## src/sv/eura_pkg.sv

```systemverilog
// Shared types and constants for the encoder unwrap and rate average block.
package eura_pkg;

   // Field widths.
   localparam int ANGLE_W  = 13;
   localparam int WORD_W   = 16;
   localparam int TEMP_W   = 8;
   localparam int POS_W    = 30;
   localparam int SCALED_W = 35;
   localparam int TURN_W   = 16;
   localparam int RATE_W   = 14;

   // Encoder and scaling constants.
   localparam int COUNTS_PER_TURN = 8192;
   localparam int DEG_SCALE       = 45;
   localparam logic [ANGLE_W-1:0] THRESHOLD_RESET = 13'd6000;

   // Turn counter limits.
   localparam logic signed [TURN_W-1:0] TURN_MAX = 16'sh7FFF;
   localparam logic signed [TURN_W-1:0] TURN_MIN = 16'sh8000;

   // Queue between the front and the back.
   localparam int QUEUE_DEPTH = 2;
   localparam int QPTR_W      = 1;
   localparam int QCOUNT_W    = 2;

   // One classified frame as it travels from the front to the back.
   typedef struct packed {
      logic signed [POS_W-1:0]  position;
      logic signed [TURN_W-1:0] turns;
      logic signed [RATE_W-1:0] rate;
      logic [WORD_W-1:0]        speed;
      logic [WORD_W-1:0]        current;
      logic [TEMP_W-1:0]        temperature;
   } frame_type;

   // Queue status seen by both sides.
   typedef struct packed {
      logic                full;
      logic                empty;
      logic [QCOUNT_W-1:0] count;
   } queue_status_type;

endpackage

```

## src/sv/encoder_unwrap_rate_average_core.sv

```systemverilog
// Top level of the multiturn encoder unwrapper with moving-average step rate.
//
// The req_ channel carries one motor feedback transaction: a 13-bit encoder
// angle, speed word, current word and temperature byte. The rsp_ channel
// returns exactly one result transaction for each: unwrapped position counts,
// the angle in 1/1024 degree, the turn count, the step rate, the average rate
// over the last RING_DEPTH frames, and the passthrough fields. Both channels
// use valid and stall; a transaction moves when valid is high and stall low.
// The csr_ port writes the wrap threshold; write it only while the block is idle.
//
// A transaction accepted by the front is written into the queue and then
// taken into the result register. Throughput is one transaction per cycle
// while rsp_stall is low, with the unwrap in the front and the rate update
// in the back joined by a two-entry queue.
// When rsp_stall is high the result holds, the queue fills, and req_stall
// rises once both queue entries are taken. Synchronous reset clears the turn
// count, the start flag, the rate history and running sum, the queue, and sets
// the threshold to 6000; the block accepts transactions in the next cycle.
module encoder_unwrap_rate_average_core #(
   parameter int RING_DEPTH = 8
) (
   input  logic                                  clock,
   input  logic                                  reset,
   input  logic                                  csr_wr_en,
   input  logic [eura_pkg::ANGLE_W-1:0]          csr_wr_data,
   input  logic                                  req_valid,
   output logic                                  req_stall,
   input  logic [eura_pkg::ANGLE_W-1:0]          req_encoder_angle,
   input  logic [eura_pkg::WORD_W-1:0]           req_speed_word,
   input  logic [eura_pkg::WORD_W-1:0]           req_current_word,
   input  logic [eura_pkg::TEMP_W-1:0]           req_temperature_in,
   output logic                                  rsp_valid,
   input  logic                                  rsp_stall,
   output logic signed [eura_pkg::POS_W-1:0]     rsp_position_counts,
   output logic signed [eura_pkg::SCALED_W-1:0]  rsp_angle_scaled,
   output logic signed [eura_pkg::TURN_W-1:0]    rsp_turn_count,
   output logic signed [eura_pkg::RATE_W-1:0]    rsp_step_rate,
   output logic signed [eura_pkg::RATE_W-1:0]    rsp_average_rate,
   output logic [eura_pkg::WORD_W-1:0]           rsp_speed_out,
   output logic [eura_pkg::WORD_W-1:0]           rsp_current_out,
   output logic [eura_pkg::TEMP_W-1:0]           rsp_temperature_out
);

   logic                        push;
   logic                        pop;
   logic                        started;
   eura_pkg::frame_type         push_frame;
   eura_pkg::frame_type         head_frame;
   eura_pkg::queue_status_type  queue_status;

   // Front: accept and unwrap.
   eura_front u_front (
      .clock              (clock),
      .reset              (reset),
      .csr_wr_en          (csr_wr_en),
      .csr_wr_data        (csr_wr_data),
      .req_valid          (req_valid),
      .req_stall          (req_stall),
      .req_encoder_angle  (req_encoder_angle),
      .req_speed_word     (req_speed_word),
      .req_current_word   (req_current_word),
      .req_temperature_in (req_temperature_in),
      .queue_status       (queue_status),
      .push               (push),
      .push_frame         (push_frame),
      .started            (started)
   );

   // Queue between the two parts.
   eura_queue u_queue (
      .clock      (clock),
      .reset      (reset),
      .push       (push),
      .push_frame (push_frame),
      .pop        (pop),
      .head_frame (head_frame),
      .status     (queue_status)
   );

   // Back: averaging, scaling and result register.
   eura_back #(
      .RING_DEPTH (RING_DEPTH)
   ) u_back (
      .clock               (clock),
      .reset               (reset),
      .head_frame          (head_frame),
      .queue_status        (queue_status),
      .pop                 (pop),
      .rsp_valid           (rsp_valid),
      .rsp_stall           (rsp_stall),
      .rsp_position_counts (rsp_position_counts),
      .rsp_angle_scaled    (rsp_angle_scaled),
      .rsp_turn_count      (rsp_turn_count),
      .rsp_step_rate       (rsp_step_rate),
      .rsp_average_rate    (rsp_average_rate),
      .rsp_speed_out       (rsp_speed_out),
      .rsp_current_out     (rsp_current_out),
      .rsp_temperature_out (rsp_temperature_out)
   );

`ifndef ASSERT_OFF
   // The queue never holds more than its depth.
   assert property (@(posedge clock) disable iff (reset)
      queue_status.count <= eura_pkg::QCOUNT_W'(eura_pkg::QUEUE_DEPTH))
      else $error("queue occupancy exceeds its depth");

   // Before the first transaction nothing can be queued or presented.
   assert property (@(posedge clock) disable iff (reset)
      !started |-> (queue_status.empty && !rsp_valid))
      else $error("result or queued transaction before the first frame");

   // A transaction taken from the queue shows up in the result register.
   assert property (@(posedge clock) disable iff (reset)
      pop |=> rsp_valid)
      else $error("popped transaction did not reach the result register");

   // The mean never exceeds the largest possible step rate magnitude.
   assert property (@(posedge clock) disable iff (reset)
      rsp_valid |-> (rsp_average_rate != 14'sh2000))
      else $error("average rate out of range");
`endif

endmodule

```

## src/sv/eura_front.sv

```systemverilog
// Front part: accepts frames, unwraps the angle and tracks the turn count.
module eura_front (
   input  logic                               clock,
   input  logic                               reset,
   input  logic                               csr_wr_en,
   input  logic [eura_pkg::ANGLE_W-1:0]       csr_wr_data,
   input  logic                               req_valid,
   output logic                               req_stall,
   input  logic [eura_pkg::ANGLE_W-1:0]       req_encoder_angle,
   input  logic [eura_pkg::WORD_W-1:0]        req_speed_word,
   input  logic [eura_pkg::WORD_W-1:0]        req_current_word,
   input  logic [eura_pkg::TEMP_W-1:0]        req_temperature_in,
   input  eura_pkg::queue_status_type         queue_status,
   output logic                               push,
   output eura_pkg::frame_type                push_frame,
   output logic                               started
);

   logic                                 started_ff, started_in;
   logic [eura_pkg::ANGLE_W-1:0]         bias_ff, bias_in;
   logic [eura_pkg::ANGLE_W-1:0]         prev_ff;
   logic signed [eura_pkg::TURN_W-1:0]   turns_ff, turns_in;
   logic [eura_pkg::ANGLE_W-1:0]         threshold_ff;
   logic [eura_pkg::ANGLE_W-1:0]         prev_angle;
   logic signed [eura_pkg::ANGLE_W+1:0]  diff;
   logic signed [eura_pkg::ANGLE_W+1:0]  thr;
   logic signed [eura_pkg::ANGLE_W+1:0]  rate_wide;
   logic signed [eura_pkg::ANGLE_W:0]    offset;
   logic                                 wrap_up;
   logic                                 wrap_down;
   logic                                 accept;

   // A transaction is taken whenever the queue has room.
   assign req_stall = queue_status.full;
   assign accept    = req_valid && !req_stall;
   assign push      = accept;
   assign started   = started_ff;

   // Unwrap the angle step and update the turn count.
   always_comb begin
      started_in = 1'b1;
      bias_in    = started_ff ? bias_ff : req_encoder_angle;
      prev_angle = started_ff ? prev_ff : req_encoder_angle;
      diff       = $signed({2'b00, req_encoder_angle}) - $signed({2'b00, prev_angle});
      thr        = $signed({2'b00, threshold_ff});
      wrap_up    = diff < -thr;
      wrap_down  = diff > thr;
      turns_in   = turns_ff;
      rate_wide  = diff;
      if (wrap_up) begin
         rate_wide = diff + $signed(15'(eura_pkg::COUNTS_PER_TURN));
         if (turns_ff != eura_pkg::TURN_MAX) begin
            turns_in = turns_ff + 16'sd1;
         end
      end else if (wrap_down) begin
         rate_wide = diff - $signed(15'(eura_pkg::COUNTS_PER_TURN));
         if (turns_ff != eura_pkg::TURN_MIN) begin
            turns_in = turns_ff - 16'sd1;
         end
      end
      offset = $signed({1'b0, req_encoder_angle}) - $signed({1'b0, bias_in});

      // Whole turns sit above the 13 angle bits.
      push_frame.position    = $signed({turns_in[eura_pkg::TURN_W-1], turns_in,
                                         13'b0})
                               + $signed({{16{offset[eura_pkg::ANGLE_W]}}, offset});
      push_frame.turns       = turns_in;
      push_frame.rate        = rate_wide[eura_pkg::RATE_W-1:0];
      push_frame.speed       = req_speed_word;
      push_frame.current     = req_current_word;
      push_frame.temperature = req_temperature_in;
   end

   // Control state.
   always_ff @(posedge clock) begin
      if (reset) begin
         started_ff   <= 1'b0;
         turns_ff     <= '0;
         threshold_ff <= eura_pkg::THRESHOLD_RESET;
      end else begin
         if (accept) begin
            started_ff <= started_in;
            turns_ff   <= turns_in;
         end
         if (csr_wr_en) begin
            threshold_ff <= csr_wr_data;
         end
      end
   end

   // Angle history, only read once the first frame has been seen.
   always_ff @(posedge clock) begin
      if (accept) begin
         bias_ff <= bias_in;
         prev_ff <= req_encoder_angle;
      end
   end

endmodule

```

## src/sv/eura_queue.sv

```systemverilog
// Two-entry queue that decouples the front from the back.
module eura_queue (
   input  logic                        clock,
   input  logic                        reset,
   input  logic                        push,
   input  eura_pkg::frame_type         push_frame,
   input  logic                        pop,
   output eura_pkg::frame_type         head_frame,
   output eura_pkg::queue_status_type  status
);

   eura_pkg::frame_type                entries_ff [eura_pkg::QUEUE_DEPTH];
   logic [eura_pkg::QPTR_W-1:0]        wr_ptr_ff, wr_ptr_in;
   logic [eura_pkg::QPTR_W-1:0]        rd_ptr_ff, rd_ptr_in;
   logic [eura_pkg::QCOUNT_W-1:0]      count_ff, count_in;

   // Status and head of the queue.
   always_comb begin
      status.count = count_ff;
      status.full  = count_ff == eura_pkg::QCOUNT_W'(eura_pkg::QUEUE_DEPTH);
      status.empty = count_ff == '0;
      head_frame   = entries_ff[rd_ptr_ff];
   end

   // Pointer and count updates.
   always_comb begin
      wr_ptr_in = wr_ptr_ff;
      rd_ptr_in = rd_ptr_ff;
      count_in  = count_ff;
      if (push) begin
         wr_ptr_in = (wr_ptr_ff == eura_pkg::QPTR_W'(eura_pkg::QUEUE_DEPTH - 1))
                     ? '0 : wr_ptr_ff + 1'b1;
      end
      if (pop) begin
         rd_ptr_in = (rd_ptr_ff == eura_pkg::QPTR_W'(eura_pkg::QUEUE_DEPTH - 1))
                     ? '0 : rd_ptr_ff + 1'b1;
      end
      if (push && !pop) begin
         count_in = count_ff + 1'b1;
      end else if (pop && !push) begin
         count_in = count_ff - 1'b1;
      end
   end

   always_ff @(posedge clock) begin
      if (reset) begin
         wr_ptr_ff <= '0;
         rd_ptr_ff <= '0;
         count_ff  <= '0;
      end else begin
         wr_ptr_ff <= wr_ptr_in;
         rd_ptr_ff <= rd_ptr_in;
         count_ff  <= count_in;
      end
   end

   // Entry storage.
   always_ff @(posedge clock) begin
      if (push) begin
         entries_ff[wr_ptr_ff] <= push_frame;
      end
   end

endmodule

```

## src/sv/eura_back.sv

```systemverilog
// Back part: rate history, running average, angle scaling and result register.
module eura_back #(
   parameter int RING_DEPTH = 8
) (
   input  logic                                  clock,
   input  logic                                  reset,
   input  eura_pkg::frame_type                   head_frame,
   input  eura_pkg::queue_status_type            queue_status,
   output logic                                  pop,
   output logic                                  rsp_valid,
   input  logic                                  rsp_stall,
   output logic signed [eura_pkg::POS_W-1:0]     rsp_position_counts,
   output logic signed [eura_pkg::SCALED_W-1:0]  rsp_angle_scaled,
   output logic signed [eura_pkg::TURN_W-1:0]    rsp_turn_count,
   output logic signed [eura_pkg::RATE_W-1:0]    rsp_step_rate,
   output logic signed [eura_pkg::RATE_W-1:0]    rsp_average_rate,
   output logic [eura_pkg::WORD_W-1:0]           rsp_speed_out,
   output logic [eura_pkg::WORD_W-1:0]           rsp_current_out,
   output logic [eura_pkg::TEMP_W-1:0]           rsp_temperature_out
);

   localparam int DEPTH_LOG = $clog2(RING_DEPTH);
   localparam int TOTAL_W   = eura_pkg::RATE_W + DEPTH_LOG;
   localparam int MAG_W     = TOTAL_W - 1;
   localparam int SHIFT     = MAG_W + DEPTH_LOG;
   localparam int RECIP_W   = MAG_W + 1;
   localparam int PROD_W    = MAG_W + RECIP_W;
   // Rounded-up reciprocal; exact floor for every magnitude below 2**MAG_W.
   localparam logic [RECIP_W-1:0] RECIP =
      RECIP_W'(((64'd1 << SHIFT) + 64'(RING_DEPTH) - 64'd1) / 64'(RING_DEPTH));

   logic signed [eura_pkg::RATE_W-1:0]   rate_line_ff [RING_DEPTH];
   logic signed [TOTAL_W-1:0]            total_ff, total_in;
   logic                                 valid_ff;
   logic signed [eura_pkg::POS_W-1:0]    position_ff;
   logic signed [eura_pkg::SCALED_W-1:0] scaled_ff, scaled_in;
   logic signed [eura_pkg::TURN_W-1:0]   turns_ff;
   logic signed [eura_pkg::RATE_W-1:0]   rate_ff;
   logic signed [eura_pkg::RATE_W-1:0]   average_ff, average_in;
   logic [eura_pkg::WORD_W-1:0]          speed_ff;
   logic [eura_pkg::WORD_W-1:0]          current_ff;
   logic [eura_pkg::TEMP_W-1:0]          temperature_ff;
   logic signed [TOTAL_W-1:0]            tail_ext;
   logic signed [TOTAL_W-1:0]            rate_ext;
   logic [TOTAL_W-1:0]                   total_neg;
   logic [MAG_W-1:0]                     magnitude;
   logic [PROD_W-1:0]                    product;
   logic [eura_pkg::RATE_W-1:0]          quotient;
   logic signed [eura_pkg::SCALED_W-1:0] position_ext;

   // Move a transaction out of the queue when the result register is free.
   assign pop = !queue_status.empty && (!valid_ff || !rsp_stall);

   // Running sum over the last RING_DEPTH rates, then its mean toward zero.
   always_comb begin
      tail_ext = {{(TOTAL_W - eura_pkg::RATE_W){rate_line_ff[RING_DEPTH-1][eura_pkg::RATE_W-1]}},
                  rate_line_ff[RING_DEPTH-1]};
      rate_ext = {{(TOTAL_W - eura_pkg::RATE_W){head_frame.rate[eura_pkg::RATE_W-1]}},
                  head_frame.rate};
      total_in  = total_ff - tail_ext + rate_ext;
      total_neg = -total_in;
      magnitude = total_in[TOTAL_W-1] ? total_neg[MAG_W-1:0] : total_in[MAG_W-1:0];
      product   = {{RECIP_W{1'b0}}, magnitude} * {{MAG_W{1'b0}}, RECIP};
      quotient  = product[SHIFT +: eura_pkg::RATE_W];
      average_in = total_in[TOTAL_W-1] ? -$signed(quotient) : $signed(quotient);
   end

   // Angle in 1/1024 degree: counts times 45.
   always_comb begin
      position_ext = {{(eura_pkg::SCALED_W - eura_pkg::POS_W)
                       {head_frame.position[eura_pkg::POS_W-1]}}, head_frame.position};
      scaled_in    = position_ext * $signed(eura_pkg::SCALED_W'(eura_pkg::DEG_SCALE));
   end

   // Rate history and running sum; cleared at reset.
   always_ff @(posedge clock) begin
      if (reset) begin
         total_ff <= '0;
         valid_ff <= 1'b0;
         for (int i = 0; i < RING_DEPTH; i++) begin
            rate_line_ff[i] <= '0;
         end
      end else begin
         if (pop) begin
            total_ff        <= total_in;
            rate_line_ff[0] <= head_frame.rate;
            for (int i = 1; i < RING_DEPTH; i++) begin
               rate_line_ff[i] <= rate_line_ff[i-1];
            end
         end
         if (pop) begin
            valid_ff <= 1'b1;
         end else if (!rsp_stall) begin
            valid_ff <= 1'b0;
         end
      end
   end

   // Result register.
   always_ff @(posedge clock) begin
      if (pop) begin
         position_ff    <= head_frame.position;
         scaled_ff      <= scaled_in;
         turns_ff       <= head_frame.turns;
         rate_ff        <= head_frame.rate;
         average_ff     <= average_in;
         speed_ff       <= head_frame.speed;
         current_ff     <= head_frame.current;
         temperature_ff <= head_frame.temperature;
      end
   end

   assign rsp_valid           = valid_ff;
   assign rsp_position_counts = position_ff;
   assign rsp_angle_scaled    = scaled_ff;
   assign rsp_turn_count      = turns_ff;
   assign rsp_step_rate       = rate_ff;
   assign rsp_average_rate    = average_ff;
   assign rsp_speed_out       = speed_ff;
   assign rsp_current_out     = current_ff;
   assign rsp_temperature_out = temperature_ff;

endmodule

```

## config.mk

```make
export PLATFORM = sky130hd
export DESIGN_NAME = encoder_unwrap_rate_average_core
export DESIGN_NICKNAME = d
export VERILOG_FILES = /design/src/sv/eura_pkg.sv /design/src/sv/encoder_unwrap_rate_average_core.sv /design/src/sv/eura_front.sv /design/src/sv/eura_queue.sv /design/src/sv/eura_back.sv
export SDC_FILE = /design/constraint.sdc
export NUM_CORES = 1
export LEC_CHECK = 0
export ABC_AREA = 1
export BUFFER_PORTS_ARGS = -buffer_cell sky130_fd_sc_hd__buf_4
export CORE_MARGIN = 4
export CORE_UTILIZATION = 40
export CTS_CLUSTER_SIZE = 20
export DETAILED_ROUTE_END_ITERATION = 10
export SETUP_SLACK_MARGIN = 0.2
export SLEW_MARGIN = 10
export SYNTH_ARGS = -nofsm -noshare
export SYNTH_HDL_FRONTEND = slang
export SYNTH_HIERARCHICAL = 1
export SYNTH_SLANG_ARGS = --single-unit
```

## constraint.sdc

```tcl
create_clock -name clock -period 10.7 [get_ports clock]
set_clock_uncertainty 0.15 [all_clocks]
set_input_delay 0.535 -clock clock [delete_from_list [all_inputs] [get_ports clock]]
set_output_delay 0.535 -clock clock [all_outputs]
set_load 0.01 [all_outputs]
```

Yosys cells after proc, flatten, opt, wreduce, memory -nomap -nowiden:

Memories as Yosys holds them, arrays and structs flattened. A register that Yosys moved wholly into a read port is not among the register bits.
Cells that the tools add are included.

* add/subtract/negate cells: 16
* multiply operators: 1
* magnitude comparators: 2
* eq/ne operators: 4
* multiplexer cells: 33
* bitwise gates (word level): 8
* reduce and logical (&&, ||, !) cells: 13

Operator list (number)
* $mux W14: 10
* $mux W16: 5
* $mux W13: 3
* $mul A30 B7 Y35 const B: 1
* $ne A16 B16 Y1 const B: 2
* $add A29 B14 Y30: 1
* $sub A13 B13 Y14: 2
* $add A17 B14 Y17: 1
* $sub A17 B14 Y17: 1
* $add A16 B2 Y16 const B: 1
* $neg A16 Y16: 1
* $sub A16 B2 Y16 const B: 1
* $lt A14 B15 Y1: 1
* $neg A13 Y15: 1
* $add A14 B14 Y14 const B: 1
* $gt A14 B14 Y1: 1
* $neg A13 Y14: 1
* $sub A14 B14 Y14 const B: 1
* $mux W1: 13
* $or A1 B1 Y1: 8
* $logic_not A1 Y1: 6
* $logic_and A1 B1 Y1: 4
* $mux W2: 2
* $add A1 B1 Y1 const B: 2
* 7 further kinds: 7

* bits in registers: 227
* bits in writable memories: 312
* input port bits: 71
* output and inout port bits: 151
* word-level logic and storage cells: 98
* memories kept: 2

Memories
* u_queue.entries_ff: depth 2, width 100, read ports 1, clocked after Yosys merged registers in 1, write ports 1, RTL line eura_queue.sv:12 `eura_pkg::frame_type entries_ff [eura_pkg::QUEUE_DEPTH];`
* u_back.rate_line_ff: depth 8, width 14, read ports 8, clocked after Yosys merged registers in 0, write ports 8, RTL line eura_back.sv:32 `logic signed [eura_pkg::RATE_W-1:0] rate_line_ff [RING_DEPTH];`

Longest topological paths before layout:

* word-level depth: 7
* depth in mapped cells: 38
* mapped depth without buffers: 35

Hierarchy:

Netlist, hierarchy kept.

By module, submodules not included
* eura_back: times used 1, cells an instance 1458, area each 15647.5 um2
* eura_queue: times used 1, cells an instance 344, area each 7945.1 um2
* eura_front: times used 1, cells an instance 977, area each 6536.3 um2

Worst setup path after synthesis:

Ideal clock, no wire load.

* path type: input-to-reg
* from: input rsp_stall
* to: register u_back.total_ff[0]
* library setup time: 144 ps
* arrival time: 8931 ps
* slack: 1475 ps
* cell stages on the path: 6
* buffers on the path: 1
* path through: nand2_1 > inv_1 > nor2_1 > nand2_1 > clkbuf_1 > o22ai_1

* cells in the longest elaborated chain, start to end: 3

Ends and longest elaborated chain
* start: declaration: RTL line encoder_unwrap_rate_average_core.sv:33 `input logic rsp_stall,`
* $logic_not A1 Y1: RTL line eura_back.sv:52 `assign pop = !queue_status.empty && (!valid_ff || !rsp_stall);`
* $logic_or A1 B1 Y1: RTL line eura_back.sv:52
* $logic_and A1 B1 Y1: RTL line eura_back.sv:52
* net pop: RTL line encoder_unwrap_rate_average_core.sv:45 `logic pop;`
* end signal: assignment: RTL line eura_back.sv:85 `total_ff <= total_in;`
* end: declaration: RTL line eura_back.sv:33 `logic signed [TOTAL_W-1:0] total_ff, total_in;`

The timed path passes the listed nets, and every way through them passes these cells.
A chain may end at the register's enable or synchronous reset.

==> results.env <==
SYNTH_ASYNC_SR_FLOP_SHARE_PCT=0
FINALCRITICALPERIOD_NS=6.92
SETUP.WORST_PATH.CLASS='reg -> reg'
SYNTH_TOP_AREA_CELL='edfxtp_1'
CP_DATA_REQUIRED_TIME_NS=10.92
OUTCOME='completed'
RRSETUPSLACK_NS=3.78
YS_FF_LATCH=538
ANTENNA-DIODE-COUNT=0
LAYOUT.NETS=3371
MIN_PATH_TYPE='in -> reg'
SYNTHESIS_WARNING_TOTAL=6
HOLD_BUFS_AT_CTS=57
DRT_ITER0_MARKERS=1217
TIMING.SETUP.TNS_NS=0
SYNTH-EDFF-COUNT=485
GLOBAL_ROUTE_WIRE_LENGTH_BEFORE_REPAIR_MM=102
CTS.PATH.MAX_BUFFERS=3
WORST_SKEW_PAIR.LATE_LATENCY_NS=0.61
YOSYSMOSTFREQUENTCELL='inv_1'
GRT_START_MAX_NET_PINS=82
FIRST_GLOBAL_VIAS=18811
CP_SLOWEST_CELL='dfxtp_1'
FIRSTDRTPASSITERS=5
CP_MAX_FO=28
CORE.ROWCOUNT=100
DRCVIOLATIONCOUNT=0
SYNTHESIS.INSTANCES=2779
NUM-FILL-CELLS=6939
ANTENNA_FOUND_INITIAL=1
CTS.REPORTEDPATHS.CLKPINSLEW_NS=0.06
TIMING.CRITICAL_PATH.FROM='u_front/started$_SDFFE_PP0P_'
HP-START='csr_wr_data[11]'
IO_PINS=222
CTS_RESIZED=0
WORST_PATH_ARRIVAL_NS=7.14
WORST_SETUP_PATH_START_KIND='flop'
INSERTED_CLOCK_BUFFERS=61
GPL.FINAL_WEIGHTED_CONGESTION=0.895
TIMING.FINAL.CRIT_SHARE_PCT=64.7
POST_LAYOUT_NONFILLER_INSTANCES=4061
ENDPOINT_KIND='flop'
COUNT_OF_ANTENNA_VIOLATING_NETS_LEFT_AFTER_DETAILED_ROUTING=0
SYNTH_AREA_PER_CELL_UM2=10.8
CTS_MAX_LEVEL=2
WL_MM=64.0
VIAS_POST_DR=19240
DRIVE_ABOVE_1_SHARE_PCT=17.7
REG2REG_FROM='u_front/started$_SDFFE_PP0P_'
HOLD_SLACK_NS=0.0694
FLOORPLAN.DIE.HEIGHT_UM=282
DIE_AREA_UM2=79800
CLK_TREE_ROOT_CELL='clkbuf_16'
PLACE.PORT_BUFFERS=221
TIMING.CRITICAL_PATH.SLOWEST_CELL_DELAY_NS=0.87
DPL.HPWL_MM=46.3
FF_LATCH_AREA_UM2=15600
COREAREA_UM2=74600
YS_DOMINANT_REG_CELL='edfxtp_1'
SYNTH.DISTINCT_CELLS=58
CLOCK_TREE_FROM_TRITONCTS='built'
WORST_SLEW_MARGIN_REL_PCT=26.6
YOSYS-TOP-CELLS-AREA='edfxtp_1, ha_1, inv_1'
TIMING.FMAX_MHz=144
ROUTE.DETAILED.WL_PER_INST_UM=15.7
GRT-OVFL-TOTAL=0
YOSYSTOPAREACELLSHARE_PCT=48.3
AREA_GROWTH_PCT=16.6
CLKSINKCOUNT=538
SYNTH_NET_COUNT=3111
POST_CTS.REPAIR.SETUP_BUFFERS=0
WORST_PATH_MOST_REPEATED_CELL='nand2_1'
MULTIINPUTGATEAREA_UM2=11800
INITIAL_UTILIZATION_PCT=40.4
MAX_SLEW.WORST_PIN.SLEW_NS=1.10
SETUP_VIOLATIONS=0
GRT.TOTAL_USAGE_PCT=16.0
RSZ0062_AT_GRT='no'
DIE_WIDTH_UM=282
HOLD_VIOL_FINAL=0
TIMING.FINAL.MAX_SLEW_VIOLATIONS=0
VIA_PER_INST=4.74
SYNTH-SEQ-AREA-SHARE_PCT=51.9
POST_SYNTH_MOST_FREQUENT_CELLS='inv_1, edfxtp_1, nand2_1'
MAX_CAP_VIOLATIONS=0
DP_CELLS=3888
SYN_AREA_UM2=30100
[area by class of cell]
| type | count | area share (%) |
|---|---|---|
| sequential | 538 | 44.5 |
| multi-input combinational | 1621 | 33.7 |
| timing repair buffer | 290 | 6.61 |
| inverter | 527 | 5.64 |
| clock buffer | 82 | 4.86 |
| tap | 969 | 3.45 |
| clock inverter | 34 | 1.25 |
[metrics by stage]
stage / utilization [%] / worst slack (ns) / cell area [µm²]
CTS: 47.1 / 3.82 / 35100
finish: 47.1 / 3.78 / 35100
detailed placement: 43.4 / 3.84 / 32400
global route: 47.1 / 3.00 / 35100
floorplan: - / 1.48 / 30100
global placement: 43.4 / 4.03 / 32400
[worst paths after layout]
path                            cells past startpoint                                    end
worst max-delay path                               32    u_queue/entries_ff[0][96]$_DFFE_PP_
worst min-delay path                                3  u_front/threshold_ff[11]$_SDFFE_PP0P_
worst max register to register                     32    u_queue/entries_ff[0][96]$_DFFE_PP_
worst min register to register                      2        u_back/total_ff[0]$_SDFFE_PP0P_
[registers in the layout (all words and copies together) (netlist names), 14 cells and up, named ones only]
register and cells:
u_queue/entries_ff 200, u_back/rate_line_ff 112, u_back/rsp_angle_scaled 33, u_back/rsp_position_counts 30, u_back/total_ff 17, u_back/rsp_current_out 16
u_back/rsp_speed_out 16, u_back/rsp_turn_count 16, u_front/turns_ff 16, u_back/rsp_average_rate 14, u_back/rsp_step_rate 14
[cell families (layout without fill, tap and decap cells)]
family	after synthesis	in the layout	synth area share (%)
simple gates	886	886	13.3
buf+inv	620	933	9.01
flops	538	538	51.9
compound gates	272	272	5.04
fa+ha+maj	261	261	12.7
xor+xnor	102	102	3.05
mux	100	100	4.98
[routing by layer]
layer,routed length [µm],share of wire [%],up-vias,GRT usage [%]
li1,-,-,9672,-
met2,29600,46,388,26.3
met4,1160,1.8,0,3.55
met1,30100,47,9101,22.3
met5,0,0,-,0
met3,3070,4.8,79,2.68
[worst max-delay path, delay by kind of cell, from the launching register on]
kind	cells	cell delay, ns
AND/OR/NAND/NOR	15	1.98
AO/OA/AOI/OAI	10	1.77
adder cells (fa/ha/maj)	3	0.99
flip-flops	1	0.87
buffers and inverters	3	0.69
XOR/XNOR	1	0.24
[cells in the final DEF, fill, tap and decap left out, types with 17 or more instances in the layout]
cell type,instances
nor3_1,18
buf_4,233
a21oi_1,147
edfxtp_1,485
nand3_1,129
dfxtp_1,52
xnor2_1,31
clkbuf_16,63
mux2_4,100
inv_1,512
fa_1,75
nor2_1,206
xor2_1,69
o21ai_0,54
nand2_1,409
dlygate4sd3_1,57
nand2_2,40
nand4_1,18
o22ai_1,17
ha_1,186
Power is not shown: default switching activity piles up to over one toggle a cycle in this logic, so the estimate is an artifact.
